## src/hw/rtl/ostt_pkg.sv

```systemverilog
package ostt_pkg;

  localparam int DEF_NUM_SLOTS = 8;
  localparam int MAX_RESULTS   = 8;
  localparam int RES_CNT_W     = $clog2(MAX_RESULTS + 1);

  localparam logic [1:0] OP_TICK   = 2'd0;
  localparam logic [1:0] OP_CREATE = 2'd1;
  localparam logic [1:0] OP_CANCEL = 2'd2;

  localparam logic [1:0] KIND_CREATE = 2'd0;
  localparam logic [1:0] KIND_CANCEL = 2'd1;
  localparam logic [1:0] KIND_EXPIRY = 2'd2;
  localparam logic [1:0] KIND_IDLE   = 2'd3;

  localparam logic ST_OK      = 1'b0;
  localparam logic ST_NO_FREE = 1'b1;

  // result select codes, controller to datapath
  localparam logic [2:0] OSEL_NONE        = 3'd0;
  localparam logic [2:0] OSEL_CREATE_OK   = 3'd1;
  localparam logic [2:0] OSEL_CREATE_FAIL = 3'd2;
  localparam logic [2:0] OSEL_CANCEL      = 3'd3;
  localparam logic [2:0] OSEL_PEND        = 3'd4;
  localparam logic [2:0] OSEL_IDLE        = 3'd5;

  typedef struct packed {
    logic [1:0]  op;
    logic [15:0] elapsed_ms;
    logic [31:0] duration_ms;
    logic        has_action;
    logic [31:0] cancel_id;
  } in_t;

  typedef struct packed {
    logic [1:0]  kind;
    logic        status;
    logic [31:0] result_id;
    logic [2:0]  slot_index;
    logic [3:0]  active_count;
    logic        last;
  } out_t;

  typedef struct packed {
    logic       load;     // capture item fields
    logic       tick;     // advance millisecond count on load
    logic       alloc;    // take slot at scan index
    logic       free_s;   // release slot at scan index
    logic       pend_wr;  // hold expiry of slot at scan index
    logic [2:0] osel;     // result to register this cycle
    logic       last;     // last flag for a held expiry
  } cmd_t;

  typedef struct packed {
    logic hit_free;
    logic hit_cancel;
    logic hit_expire;
  } sts_t;

endpackage

```

## src/hw/rtl/ostt_ctrl.sv

```systemverilog
module ostt_ctrl #(
  parameter int NUM_SLOTS = ostt_pkg::DEF_NUM_SLOTS,
  parameter int IDX_W     = 3
) (
  input  logic              clk,
  input  logic              rst_n,
  input  logic              start,
  input  logic [1:0]        in_op,
  input  ostt_pkg::sts_t    sts,
  output logic              busy,
  output ostt_pkg::cmd_t    cmd,
  output logic [IDX_W-1:0]  idx
);
  import ostt_pkg::*;

  localparam logic [1:0] S_IDLE  = 2'd0;
  localparam logic [1:0] S_SCAN  = 2'd1;
  localparam logic [1:0] S_FLUSH = 2'd2;

  localparam logic [IDX_W-1:0] IDX_LAST = IDX_W'(NUM_SLOTS - 1);
  localparam logic [RES_CNT_W-1:0] N_MAX = RES_CNT_W'(MAX_RESULTS);

  logic [1:0]           state_r, state_nxt;
  logic [1:0]           mode_r, mode_nxt;
  logic [IDX_W-1:0]     idx_r, idx_nxt;
  logic [RES_CNT_W-1:0] n_r, n_nxt;
  logic                 at_last;

  assign busy    = (state_r != S_IDLE);
  assign idx     = idx_r;
  assign at_last = (idx_r == IDX_LAST);

  always_comb begin
    state_nxt = state_r;
    mode_nxt  = mode_r;
    idx_nxt   = idx_r;
    n_nxt     = n_r;
    cmd       = '0;
    cmd.osel  = OSEL_NONE;
    case (state_r)
      S_IDLE: begin
        if (start && (in_op inside {OP_TICK, OP_CREATE, OP_CANCEL})) begin
          cmd.load  = 1'b1;
          cmd.tick  = (in_op == OP_TICK);
          mode_nxt  = in_op;
          idx_nxt   = '0;
          n_nxt     = '0;
          state_nxt = S_SCAN;
        end
      end
      S_SCAN: begin
        case (mode_r)
          OP_CREATE: begin
            if (sts.hit_free) begin
              cmd.alloc = 1'b1;
              cmd.osel  = OSEL_CREATE_OK;
              state_nxt = S_IDLE;
            end else if (at_last) begin
              cmd.osel  = OSEL_CREATE_FAIL;
              state_nxt = S_IDLE;
            end else begin
              idx_nxt = idx_r + 1'b1;
            end
          end
          OP_CANCEL: begin
            cmd.free_s = sts.hit_cancel;
            if (at_last) begin
              cmd.osel  = OSEL_CANCEL;
              state_nxt = S_IDLE;
            end else begin
              idx_nxt = idx_r + 1'b1;
            end
          end
          default: begin
            if (sts.hit_expire) begin
              cmd.free_s  = 1'b1;
              cmd.pend_wr = 1'b1;
              if (n_r != '0) begin
                cmd.osel = OSEL_PEND;
              end
              n_nxt = n_r + 1'b1;
            end
            if (at_last || (sts.hit_expire && n_nxt == N_MAX)) begin
              state_nxt = S_FLUSH;
            end else begin
              idx_nxt = idx_r + 1'b1;
            end
          end
        endcase
      end
      S_FLUSH: begin
        cmd.last  = 1'b1;
        cmd.osel  = (n_r != '0) ? OSEL_PEND : OSEL_IDLE;
        state_nxt = S_IDLE;
      end
      default: begin
        state_nxt = S_IDLE;
      end
    endcase
  end

  always_ff @(posedge clk) begin
    if (!rst_n) begin
      state_r <= S_IDLE;
      mode_r  <= OP_TICK;
      idx_r   <= '0;
      n_r     <= '0;
    end else begin
      state_r <= state_nxt;
      mode_r  <= mode_nxt;
      idx_r   <= idx_nxt;
      n_r     <= n_nxt;
    end
  end

`ifndef SYNTH
  a_idle_quiet: assert property (@(posedge clk) disable iff (!rst_n)
    (state_r == S_IDLE) |-> (cmd.osel == OSEL_NONE && !cmd.alloc && !cmd.free_s))
    else $error("datapath command issued while idle");
  a_n_bound: assert property (@(posedge clk) disable iff (!rst_n)
    n_r <= N_MAX)
    else $error("expiry count above limit");
  a_flush_once: assert property (@(posedge clk) disable iff (!rst_n)
    (state_r == S_FLUSH) |=> (state_r == S_IDLE))
    else $error("flush did not return to idle");
`endif

endmodule

```

## src/hw/rtl/ostt_dpath.sv

```systemverilog
module ostt_dpath #(
  parameter int NUM_SLOTS = ostt_pkg::DEF_NUM_SLOTS,
  parameter int IDX_W     = 3
) (
  input  logic              clk,
  input  logic              rst_n,
  input  ostt_pkg::in_t     in_data,
  input  ostt_pkg::cmd_t    cmd,
  input  logic [IDX_W-1:0]  idx,
  output ostt_pkg::sts_t    sts,
  output logic              out_valid,
  output ostt_pkg::out_t    out_data
);
  import ostt_pkg::*;

  localparam int CNT_W = $clog2(NUM_SLOTS + 1);

  logic                 busy_r  [NUM_SLOTS];
  logic                 act_r   [NUM_SLOTS];
  logic [31:0]          start_r [NUM_SLOTS];
  logic [31:0]          dur_r   [NUM_SLOTS];
  logic [31:0]          ident_r [NUM_SLOTS];

  logic [31:0]          now_r;
  logic [31:0]          id_seq_r, id_seq_nxt;
  logic [CNT_W-1:0]     count_r, count_nxt;

  logic [31:0]          dur_in_r;
  logic                 act_in_r;
  logic [31:0]          cid_r;

  logic [31:0]          pend_id_r;
  logic [2:0]           pend_slot_r;
  logic [3:0]           pend_count_r;

  logic                 out_valid_r;
  out_t                 out_r;

  logic [31:0]          age;
  logic [31:0]          idx_ext;
  logic [2:0]           slot3;
  logic [3:0]           cnt4, cnt4_nxt;
  logic [31:0]          cnt_ext, cnt_nxt_ext;

  assign age         = now_r - start_r[idx];
  assign idx_ext     = 32'(idx);
  assign slot3       = idx_ext[2:0];
  assign cnt_ext     = 32'(count_r);
  assign cnt_nxt_ext = 32'(count_nxt);
  assign cnt4        = cnt_ext[3:0];
  assign cnt4_nxt    = cnt_nxt_ext[3:0];

  assign sts.hit_free   = !busy_r[idx];
  assign sts.hit_cancel = (cid_r != '0) && busy_r[idx] && (ident_r[idx] == cid_r);
  assign sts.hit_expire = busy_r[idx] && act_r[idx] && (age >= dur_r[idx]);

  always_comb begin
    count_nxt = count_r;
    if (cmd.alloc) begin
      count_nxt = count_r + 1'b1;
    end else if (cmd.free_s && count_r != '0) begin
      count_nxt = count_r - 1'b1;
    end
    id_seq_nxt = id_seq_r;
    if (cmd.alloc) begin
      id_seq_nxt = (id_seq_r == 32'hFFFF_FFFF) ? 32'd1 : id_seq_r + 32'd1;
    end
  end

  // control and slot flags
  always_ff @(posedge clk) begin
    if (!rst_n) begin
      for (int i = 0; i < NUM_SLOTS; i++) begin
        busy_r[i] <= 1'b0;
        act_r[i]  <= 1'b0;
      end
      now_r       <= '0;
      id_seq_r    <= 32'd1;
      count_r     <= '0;
      out_valid_r <= 1'b0;
    end else begin
      if (cmd.load && cmd.tick) begin
        now_r <= now_r + 32'(in_data.elapsed_ms);
      end
      if (cmd.alloc) begin
        busy_r[idx] <= 1'b1;
        act_r[idx]  <= act_in_r;
      end else if (cmd.free_s) begin
        busy_r[idx] <= 1'b0;
        act_r[idx]  <= 1'b0;
      end
      id_seq_r    <= id_seq_nxt;
      count_r     <= count_nxt;
      out_valid_r <= (cmd.osel != OSEL_NONE);
    end
  end

  // payload
  always_ff @(posedge clk) begin
    if (cmd.load) begin
      dur_in_r <= in_data.duration_ms;
      act_in_r <= in_data.has_action;
      cid_r    <= in_data.cancel_id;
    end
    if (cmd.alloc) begin
      start_r[idx] <= now_r;
      dur_r[idx]   <= dur_in_r;
      ident_r[idx] <= id_seq_r;
    end
    if (cmd.pend_wr) begin
      pend_id_r    <= ident_r[idx];
      pend_slot_r  <= slot3;
      pend_count_r <= cnt4_nxt;
    end
    case (cmd.osel)
      OSEL_CREATE_OK:   out_r <= '{KIND_CREATE, ST_OK, id_seq_r, slot3, cnt4_nxt, 1'b1};
      OSEL_CREATE_FAIL: out_r <= '{KIND_CREATE, ST_NO_FREE, 32'd0, 3'd0, cnt4, 1'b1};
      OSEL_CANCEL:      out_r <= '{KIND_CANCEL, ST_OK, 32'd0, 3'd0, cnt4_nxt, 1'b1};
      OSEL_PEND:        out_r <= '{KIND_EXPIRY, ST_OK, pend_id_r, pend_slot_r, pend_count_r,
                                   cmd.last};
      OSEL_IDLE:        out_r <= '{KIND_IDLE, ST_OK, 32'd0, 3'd0, cnt4, 1'b1};
      default:          out_r <= out_r;
    endcase
  end

  assign out_valid = out_valid_r;
  assign out_data  = out_r;

`ifndef SYNTH
  a_count_bound: assert property (@(posedge clk) disable iff (!rst_n)
    32'(count_r) <= NUM_SLOTS)
    else $error("busy count above slot count");
  a_alloc_free_excl: assert property (@(posedge clk) disable iff (!rst_n)
    !(cmd.alloc && cmd.free_s))
    else $error("alloc and free in one cycle");
  a_alloc_count: assert property (@(posedge clk) disable iff (!rst_n)
    cmd.alloc |=> (count_r == $past(count_r) + 1'b1))
    else $error("alloc did not bump busy count");
  a_alloc_free_slot: assert property (@(posedge clk) disable iff (!rst_n)
    cmd.alloc |-> !busy_r[idx])
    else $error("alloc into busy slot");
`endif

endmodule

```

## src/hw/rtl/one_shot_timer_table.sv

```systemverilog
// One-shot millisecond timer table.
//
// Input channel: drive in_data with start high; the item transfers at a
// rising edge where start is high and busy is low. op 0 ticks (adds
// elapsed_ms to the millisecond count, then reports expiries), op 1
// creates a timer in the lowest free slot, op 2 cancels by id. op 3 is
// dropped with no result.
// Result channel: each result is on out_data for one cycle with out_valid
// high; the receiver takes it and cannot stall. A tick gives one result
// per expired slot (up to MAX_RESULTS), or one idle result; the final
// result of each item has last set.
// Scan: a controller walks the slots one per cycle through a single
// shared compare unit. Create stops at the first free slot and reports
// failure if none is free; cancel walks every slot, and tick walks every
// slot or stops at MAX_RESULTS expiries. Each expiry report is held
// until the scan finds the next expiry or ends, so reports come out as
// the scan proceeds. busy drops in the cycle the last result is shown,
// so the next item can transfer while it is on the bus.
// Reset (rst_n low, synchronous) frees all slots, clears the millisecond
// count and restarts ids at 1.
module one_shot_timer_table #(
  parameter int NUM_SLOTS = ostt_pkg::DEF_NUM_SLOTS
) (
  input  logic            clk,
  input  logic            rst_n,
  input  logic            start,
  output logic            busy,
  input  ostt_pkg::in_t   in_data,
  output logic            out_valid,
  output ostt_pkg::out_t  out_data
);
  import ostt_pkg::*;

  // scan index width, at least one bit for a single-slot table
  localparam int IDX_W = (NUM_SLOTS > 1) ? $clog2(NUM_SLOTS) : 1;

  cmd_t             cmd;
  sts_t             sts;
  logic [IDX_W-1:0] idx;

  // sequencer: scan index, item kind, expiry count
  ostt_ctrl #(
    .NUM_SLOTS (NUM_SLOTS),
    .IDX_W     (IDX_W)
  ) u_ctrl (
    .clk   (clk),
    .rst_n (rst_n),
    .start (start),
    .in_op (in_data.op),
    .sts   (sts),
    .busy  (busy),
    .cmd   (cmd),
    .idx   (idx)
  );

  // slot store, counters, held expiry and result register
  ostt_dpath #(
    .NUM_SLOTS (NUM_SLOTS),
    .IDX_W     (IDX_W)
  ) u_dpath (
    .clk       (clk),
    .rst_n     (rst_n),
    .in_data   (in_data),
    .cmd       (cmd),
    .idx       (idx),
    .sts       (sts),
    .out_valid (out_valid),
    .out_data  (out_data)
  );

endmodule
```

## config.mk

```make
export PLATFORM = sky130hd
export DESIGN_NAME = one_shot_timer_table
export DESIGN_NICKNAME = d
export VERILOG_FILES = /design/src/hw/rtl/ostt_pkg.sv /design/src/hw/rtl/ostt_ctrl.sv /design/src/hw/rtl/ostt_dpath.sv /design/src/hw/rtl/one_shot_timer_table.sv
export SDC_FILE = /design/constraint.sdc
export NUM_CORES = 1
export LEC_CHECK = 0
export ABC_AREA = 0
export BUFFER_PORTS_ARGS = -buffer_cell sky130_fd_sc_hd__buf_2
export CAP_MARGIN = 10
export CELL_PAD_IN_SITES_DETAIL_PLACEMENT = 1
export CELL_PAD_IN_SITES_GLOBAL_PLACEMENT = 1
export CORE_ASPECT_RATIO = 0.9
export CORE_MARGIN = 4
export CORE_UTILIZATION = 55
export CTS_CLUSTER_DIAMETER = 30
export DETAILED_ROUTE_END_ITERATION = 12
export GPL_ROUTABILITY_DRIVEN = 0
export HOLD_SLACK_MARGIN = 0.03
export PLACE_DENSITY = 0.92
export SLEW_MARGIN = 5
export SYNTH_ARGS = -nofsm -noshare
export SYNTH_HDL_FRONTEND = slang
export SYNTH_SLANG_ARGS = --single-unit
export TNS_END_PERCENT = 20
```

## constraint.sdc

```tcl
create_clock -name clk -period 25.7 [get_ports clk]
set_input_delay 3.855 -clock clk [delete_from_list [all_inputs] [get_ports clk]]
set_output_delay 3.855 -clock clk [all_outputs]
set_load 0.03 [all_outputs]
```

# Word-level counts from Yosys, hierarchy flattened
# Memories as Yosys holds them, arrays and structs flattened. A register that Yosys moved wholly into a read port is not among the register bits.
# Index checks and enable logic that the tools add are counted.
[totals]
regBits = 227
latch_bits = 0
ram_bits = 784
rom_bits = 0
input_bits = 86
output_inout_bits = 45
word_cells = 146
memories = 5
[memory_table]
columns = ["name", "depth", "word_bits", "read_ports", "rd_clocked_by_memory_dff", "write_ports", "line", "source"]
rows = [
  ["u_dpath.dur_r", 8, 32, 1, 1, 1, "ostt_dpath.sv:21", "logic [31:0] dur_r [NUM_SLOTS];"],
  ["u_dpath.ident_r", 8, 32, 1, 1, 1, "ostt_dpath.sv:22", "logic [31:0] ident_r [NUM_SLOTS];"],
  ["u_dpath.start_r", 8, 32, 1, 1, 1, "ostt_dpath.sv:20", "logic [31:0] start_r [NUM_SLOTS];"],
  ["u_dpath.act_r", 8, 1, 1, 1, 8, "ostt_dpath.sv:19", "logic act_r [NUM_SLOTS];"],
  ["u_dpath.busy_r", 8, 1, 1, 1, 8, "ostt_dpath.sv:18", "logic busy_r [NUM_SLOTS];"],
]
[classes]
addsub = 7
multipliers = 0
div_mod_pow = 0
order_cmp = 1
eq_ne = 20
shift = 0
mux = 65
n_bitwise = 2
reduce_logical = 26
[op_table]
columns = ["cell", "count"]
rows = [
  ["one-hot mux 43 bit (5 select lines)", 1],
  ["two-way mux 3 bit", 19],
  ["adder 32 x 1 -> 32 bit, second input constant", 1],
  ["adder 32 x 16 -> 32 bit", 1],
  ["equality test 32 bit", 1],
  ["equality test 32 bit, second input constant", 1],
  ["greater-or-equal comparator 32 bit", 1],
  ["two-way mux 32 bit", 1],
  ["nonzero test 32 bit", 1],
  ["subtractor 32 bit", 1],
  ["two-way mux 4 bit", 7],
  ["one-hot mux 3 bit (2 select lines)", 4],
  ["two-way mux 1 bit", 20],
  ["two-way mux 2 bit", 8],
  ["equality test 3 bit, second input constant", 3],
  ["adder 4 x 1 -> 4 bit, second input constant", 2],
  ["logical AND 1 bit", 8],
  ["one-hot mux 2 bit (2 select lines)", 2],
  ["one-hot mux 4 bit (2 select lines)", 1],
  ["nonzero test 4 bit", 2],
  ["equality test 2 x 1 -> 1 bit, second input constant", 3],
  ["equality test 2 bit, second input constant", 3],
  ["equality test 3 x 2 -> 1 bit, second input constant", 2],
  ["nonzero test 3 bit", 2],
  ["21 further kinds", 26],
]

# Longest topological paths before layout
[logic_depth]
ltp_word = 14
ltp_mapped = 32
depth_no_buf = 27

# By module
# From an unflattened synthesis, not the netlist that was laid out.
[hier_totals]
cells_unflattened = 2606
area_unflattened_um2 = 40606.4
[by_module_without_submodules]
columns = ["mod", "n_inst", "cells_each", "area_per_inst_um2", "seq_area_each_um2"]
rows = [
  ["ostt_dpath", 1, 2494, 39711.8, 29178.0],
  ["ostt_ctrl", 1, 112, 894.6, 220.2],
]

# Least setup slack after synthesis
# OpenSTA, ideal clock, no wires.
[synth_timing]
path_kind = "flip-flop to flip-flop"
start = "register (tool-made name)"
end = "register u_dpath.out_r, in the netlist u_dpath.out_data[0], enable pin"
setup_ns = 0.458
arrival_time_ns = 8.591
t_required_ns = 25.242
path_slack_ns = 16.651
path_stages_with_launch = 30
n_path_buf = 6
synth_period_minus_slack_ns = 9.049
cell_sequence = "dfxtp_1 buf_4 buf_4 buf_1 buf_2 buf_1 mux4_2 mux2i_1 ha_1 nor2b_1 o21ai_0 a21oi_1 o21ai_0 o21ai_0 o2111a_1 o31ai_1 o311ai_0 a21oi_1 xnor2_1 ha_1 nand4_1 nor2_1 o21ai_0 or3_1 a31oi_1 o21a_1 a32o_1 buf_2 nor2_1 a21oi_1"
[synth_lines]
columns = ["item", "line", "source"]
rows = [
  ["end signal, assigned", "ostt_dpath.sv:116", "OSEL_CREATE_OK: out_r <= '{KIND_CREATE, ST_OK, id_seq_r, slot3, cnt4_nxt, 1'b1};"],
  ["end signal, assigned", "ostt_dpath.sv:117", "OSEL_CREATE_FAIL: out_r <= '{KIND_CREATE, ST_NO_FREE, 32'd0, 3'd0, cnt4, 1'b1};"],
  ["end signal, assigned", "ostt_dpath.sv:118", "OSEL_CANCEL: out_r <= '{KIND_CANCEL, ST_OK, 32'd0, 3'd0, cnt4_nxt, 1'b1};"],
  ["end, declared", "ostt_dpath.sv:37", "out_t out_r;"],
]

==> out/summary.txt <==
Remaining Overflow, GRT: 0
CTS clock-pin slew for the worst setup and hold paths: 60 ps
WP data required: 26080 ps
Least-Margin Pin Slew: 1300 ps
Routed WL: 141000 um
Setup crit end kind: flip-flop
Count of mapped cells out of synthesis: 2458
Run status: finished, final reports clean
H-tree Lvls: 4
TNS Setup: 0 ps
Worst Path Max Fanout: 43
Post-synth top flop: edfxtp_1
Hold_buf cts: 0
Sequential area share after synthesis: 0.702
Synth Area per Inst: 17.1 sq um
CP Data Arrival Time: 10900 ps
Post-CTS sizing: 0
Row count: 95
Pin count of the biggest net entering global routing: 98
Finished Layout Cells: 3839
LEAKAGE: 0.0164 uW
Vias in the first global route: 29200
Later-pin clock latency in the skew report: 800 ps
Final ANT Viol Nets: 0
Post-CTS Setup Inserts: 0
Clk sinks: 1014
Setup Skew: 69.9 ps
Layout cells sized above 1: 0.233
Final Cycle Share: 0.410
Placement Cell Area: 43700 sq um
Detailed Place HPWL: 70500 um
Pwr/cell area: 101 nW/um^2
DRC violations left: 0
Initial drt markers: 3873
Number of synthesized flops with an enable pin: 915
Hold Path Origin: u_dpath.busy_r[0]$_DFF_P_
Die height: 270 um
DR pass1 iterations: 6
Yosys warnings: 0
Placed cells: 3541
DR vias: 26900
Total power draw: 5010 uW
Final hold vios: 0
Fin area: 49300 sq um
Root buf cell: clkbuf_16
Antenna violations before repair: 5
Setup CP Type: flip-flop to flip-flop
Final Util: 0.657
WL/cell: 36.7 um
Slew Viols, Final: 0
Bufs on Longest Clock Path: 3
Final nets: 2865
Die X: 299 um
CTS tree: done
Reg area: 29500 sq um
Top Ports: 131
Port bufs: 130
Core Region: 75100 sq um
GRT Overall Usage: 0.351
Area delta synth->final: 17.6%
Final setup vio count: 0
Most common cell after layout, fill and taps aside: edfxtp_1
Synthesized flop and latch total: 1014
Post-synth cell types: 83
Max-cap viol count: 0
Async set-reset flop share out of synthesis: 0
CP Launch Type: flip-flop
Multi-input logic area: 11800 sq um
# fillers: 6459
First-pass GRT wire length: 206000 um
Routed vias/inst: 7.00
Setup repair after global routing missed its margin: no
Starting density of the core: 0.559
Num CTS Buffers: 159
Net count after synthesis: 2639
Post-Syn Area: 42000 sq um
Max VDD drop: 0.0780 mV
Die area: 80800 sq um
Most frequent cells in the layout: 915 x edfxtp_1, 168 x mux4_2, 161 x clkbuf_16, 130 x buf_2, 120 x nor2_1
HP Class: flip-flop to flip-flop
Fmax: 0.0950 GHz
Tmin final: 10530 ps
Max transition margin: 0.124
==> critical path, cell delays in order, from the launching register on <==
cell and delay (ps):
dfxtp_4 890, buf_4 730, mux4_2 620, mux2i_1 270, ha_1 290, nor2b_1 140, o21ai_0 230, a21oi_1 150
o21ai_0 550, o21ai_0 370, o2111a_1 380, o31ai_1 540, o311ai_0 240, a21oi_1 260, xnor2_1 180, ha_1 350
nand4_1 210, nor2_1 250, o21ai_0 260, or3_1 460, a31oi_1 510, o21a_1 430, a32o_1 700, nor2_1 240
a21oi_4 170, buf_4 640
==> worst paths after layout <==
| check | endpoint | slack, ps | cells after the start |
|---|---|---|---|
| setup / recovery | u_dpath.out_data[40]$_DFFE_PP_ | 15170 | 25 |
| hold / removal | u_dpath.busy_r[0]$_DFF_P_ | 500 | 2 |
| setup reg to reg | u_dpath.out_data[40]$_DFFE_PP_ | 15170 | 25 |
| hold reg to reg | u_dpath.busy_r[0]$_DFF_P_ | 500 | 2 |
==> report_power, final <==
| part | total [uW] | leakage (uW) | switching (uW) | internal (uW) |
|---|---|---|---|---|
| Sequential | 1960 | 0.00902 | 84.4 | 1880 |
| Clock | 2280 | 0.00265 | 885 | 1390 |
| Combinational | 768 | 0.00469 | 480 | 288 |
| Total | 5010 | 0.0164 | 1450 | 3560 |
==> cells in the mapped netlist, types with 12 or more instances <==
cell type,n,share of area
clkbuf_1,47,0.0042
ha_1,93,0.028
xnor2_1,63,0.013
a21o_1,26,0.0047
o21ai_0,56,0.0067
nand3_1,56,0.0067
and2_1,12,0.0018
xor2_1,34,0.0071
a22oi_1,13,0.0023
o21a_1,18,0.0032
o211ai_1,17,0.0030
a21oi_1,86,0.010
dfxtp_1,99,0.047
buf_1,18,0.0016
mux2_2,24,0.0064
nand2b_1,13,0.0019
nor4_1,12,0.0018
o21ai_1,13,0.0016
edfxtp_1,915,0.65
nand4_1,29,0.0043
nor2_1,122,0.011
inv_1,69,0.0062
buf_2,14,0.0017
mux2i_1,118,0.028
a22o_1,39,0.0081
nand2_1,97,0.0087
mux4_2,168,0.090
nor3_1,17,0.0020
and3_1,14,0.0021
or3_1,14,0.0021
==> area by class of cell <==
| class | count | share of cell area |
|---|---|---|
| clock inverter | 115 | 0.0292 |
| timing repair buffer | 160 | 0.0180 |
| clock buffer | 181 | 0.0840 |
| multi-input combinational | 1279 | 0.240 |
| inverter | 70 | 0.00565 |
| tap | 1018 | 0.0258 |
| sequential | 1014 | 0.597 |
| antenna | 2 | 0.000101 |
==> state kept, by name, summed over array words and instances, names as in the netlist, named ones only <==
name and flops:
u_dpath.act_r 8, u_dpath.cnt4 4, u_dpath.ident_r 256, u_dpath.pend_id_r 32, u_dpath.now_r 32, u_ctrl.n_r 4, u_dpath.out_valid 1, u_dpath.id_seq_r 32
u_dpath.cid_r 32, u_dpath.busy_r 8, u_dpath.out_data 43, u_ctrl.state_r 2, u_ctrl.mode_r 2, u_dpath.act_in_r 1, u_dpath.pend_slot_r 3, u_dpath.pend_count_r 4
u_dpath.dur_r 256, u_dpath.dur_in_r 32, u_ctrl.idx 3, u_dpath.start_r 256
==> stage by stage <==
| stage | hold WS, ps | setup slack (ps) |
|---|---|---|
| floorplan | 435 | 16650 |
| global placement | 461 | 17030 |
| detailed placement | 477 | 16350 |
| CTS | 489 | 15490 |
| global route | 523 | 14960 |
| finish | 502 | 15170 |
==> logic make-up (layout without fill, tap and decap cells) <==
logic type,Yosys count,in the layout,share of synthesized area
xor+xnor,98,98,0.0206
simple gates,424,424,0.0495
buf+inv,165,526,0.0172
compound gates,350,350,0.0568
mux,312,312,0.125
other cells,0,2,0
fa+ha+maj,95,95,0.0287
flops,1014,1014,0.702
==> routing by layer <==
metal,part of all wire,up-vias,GRT usage
met5,0.00018,-,0
met4,0.072,4,0.210
met3,0.10,689,0.0934
met2,0.49,2309,0.578
met1,0.34,13600,0.416
li1,-,10300,-
Note: power is estimated with default switching activity, not from simulation.
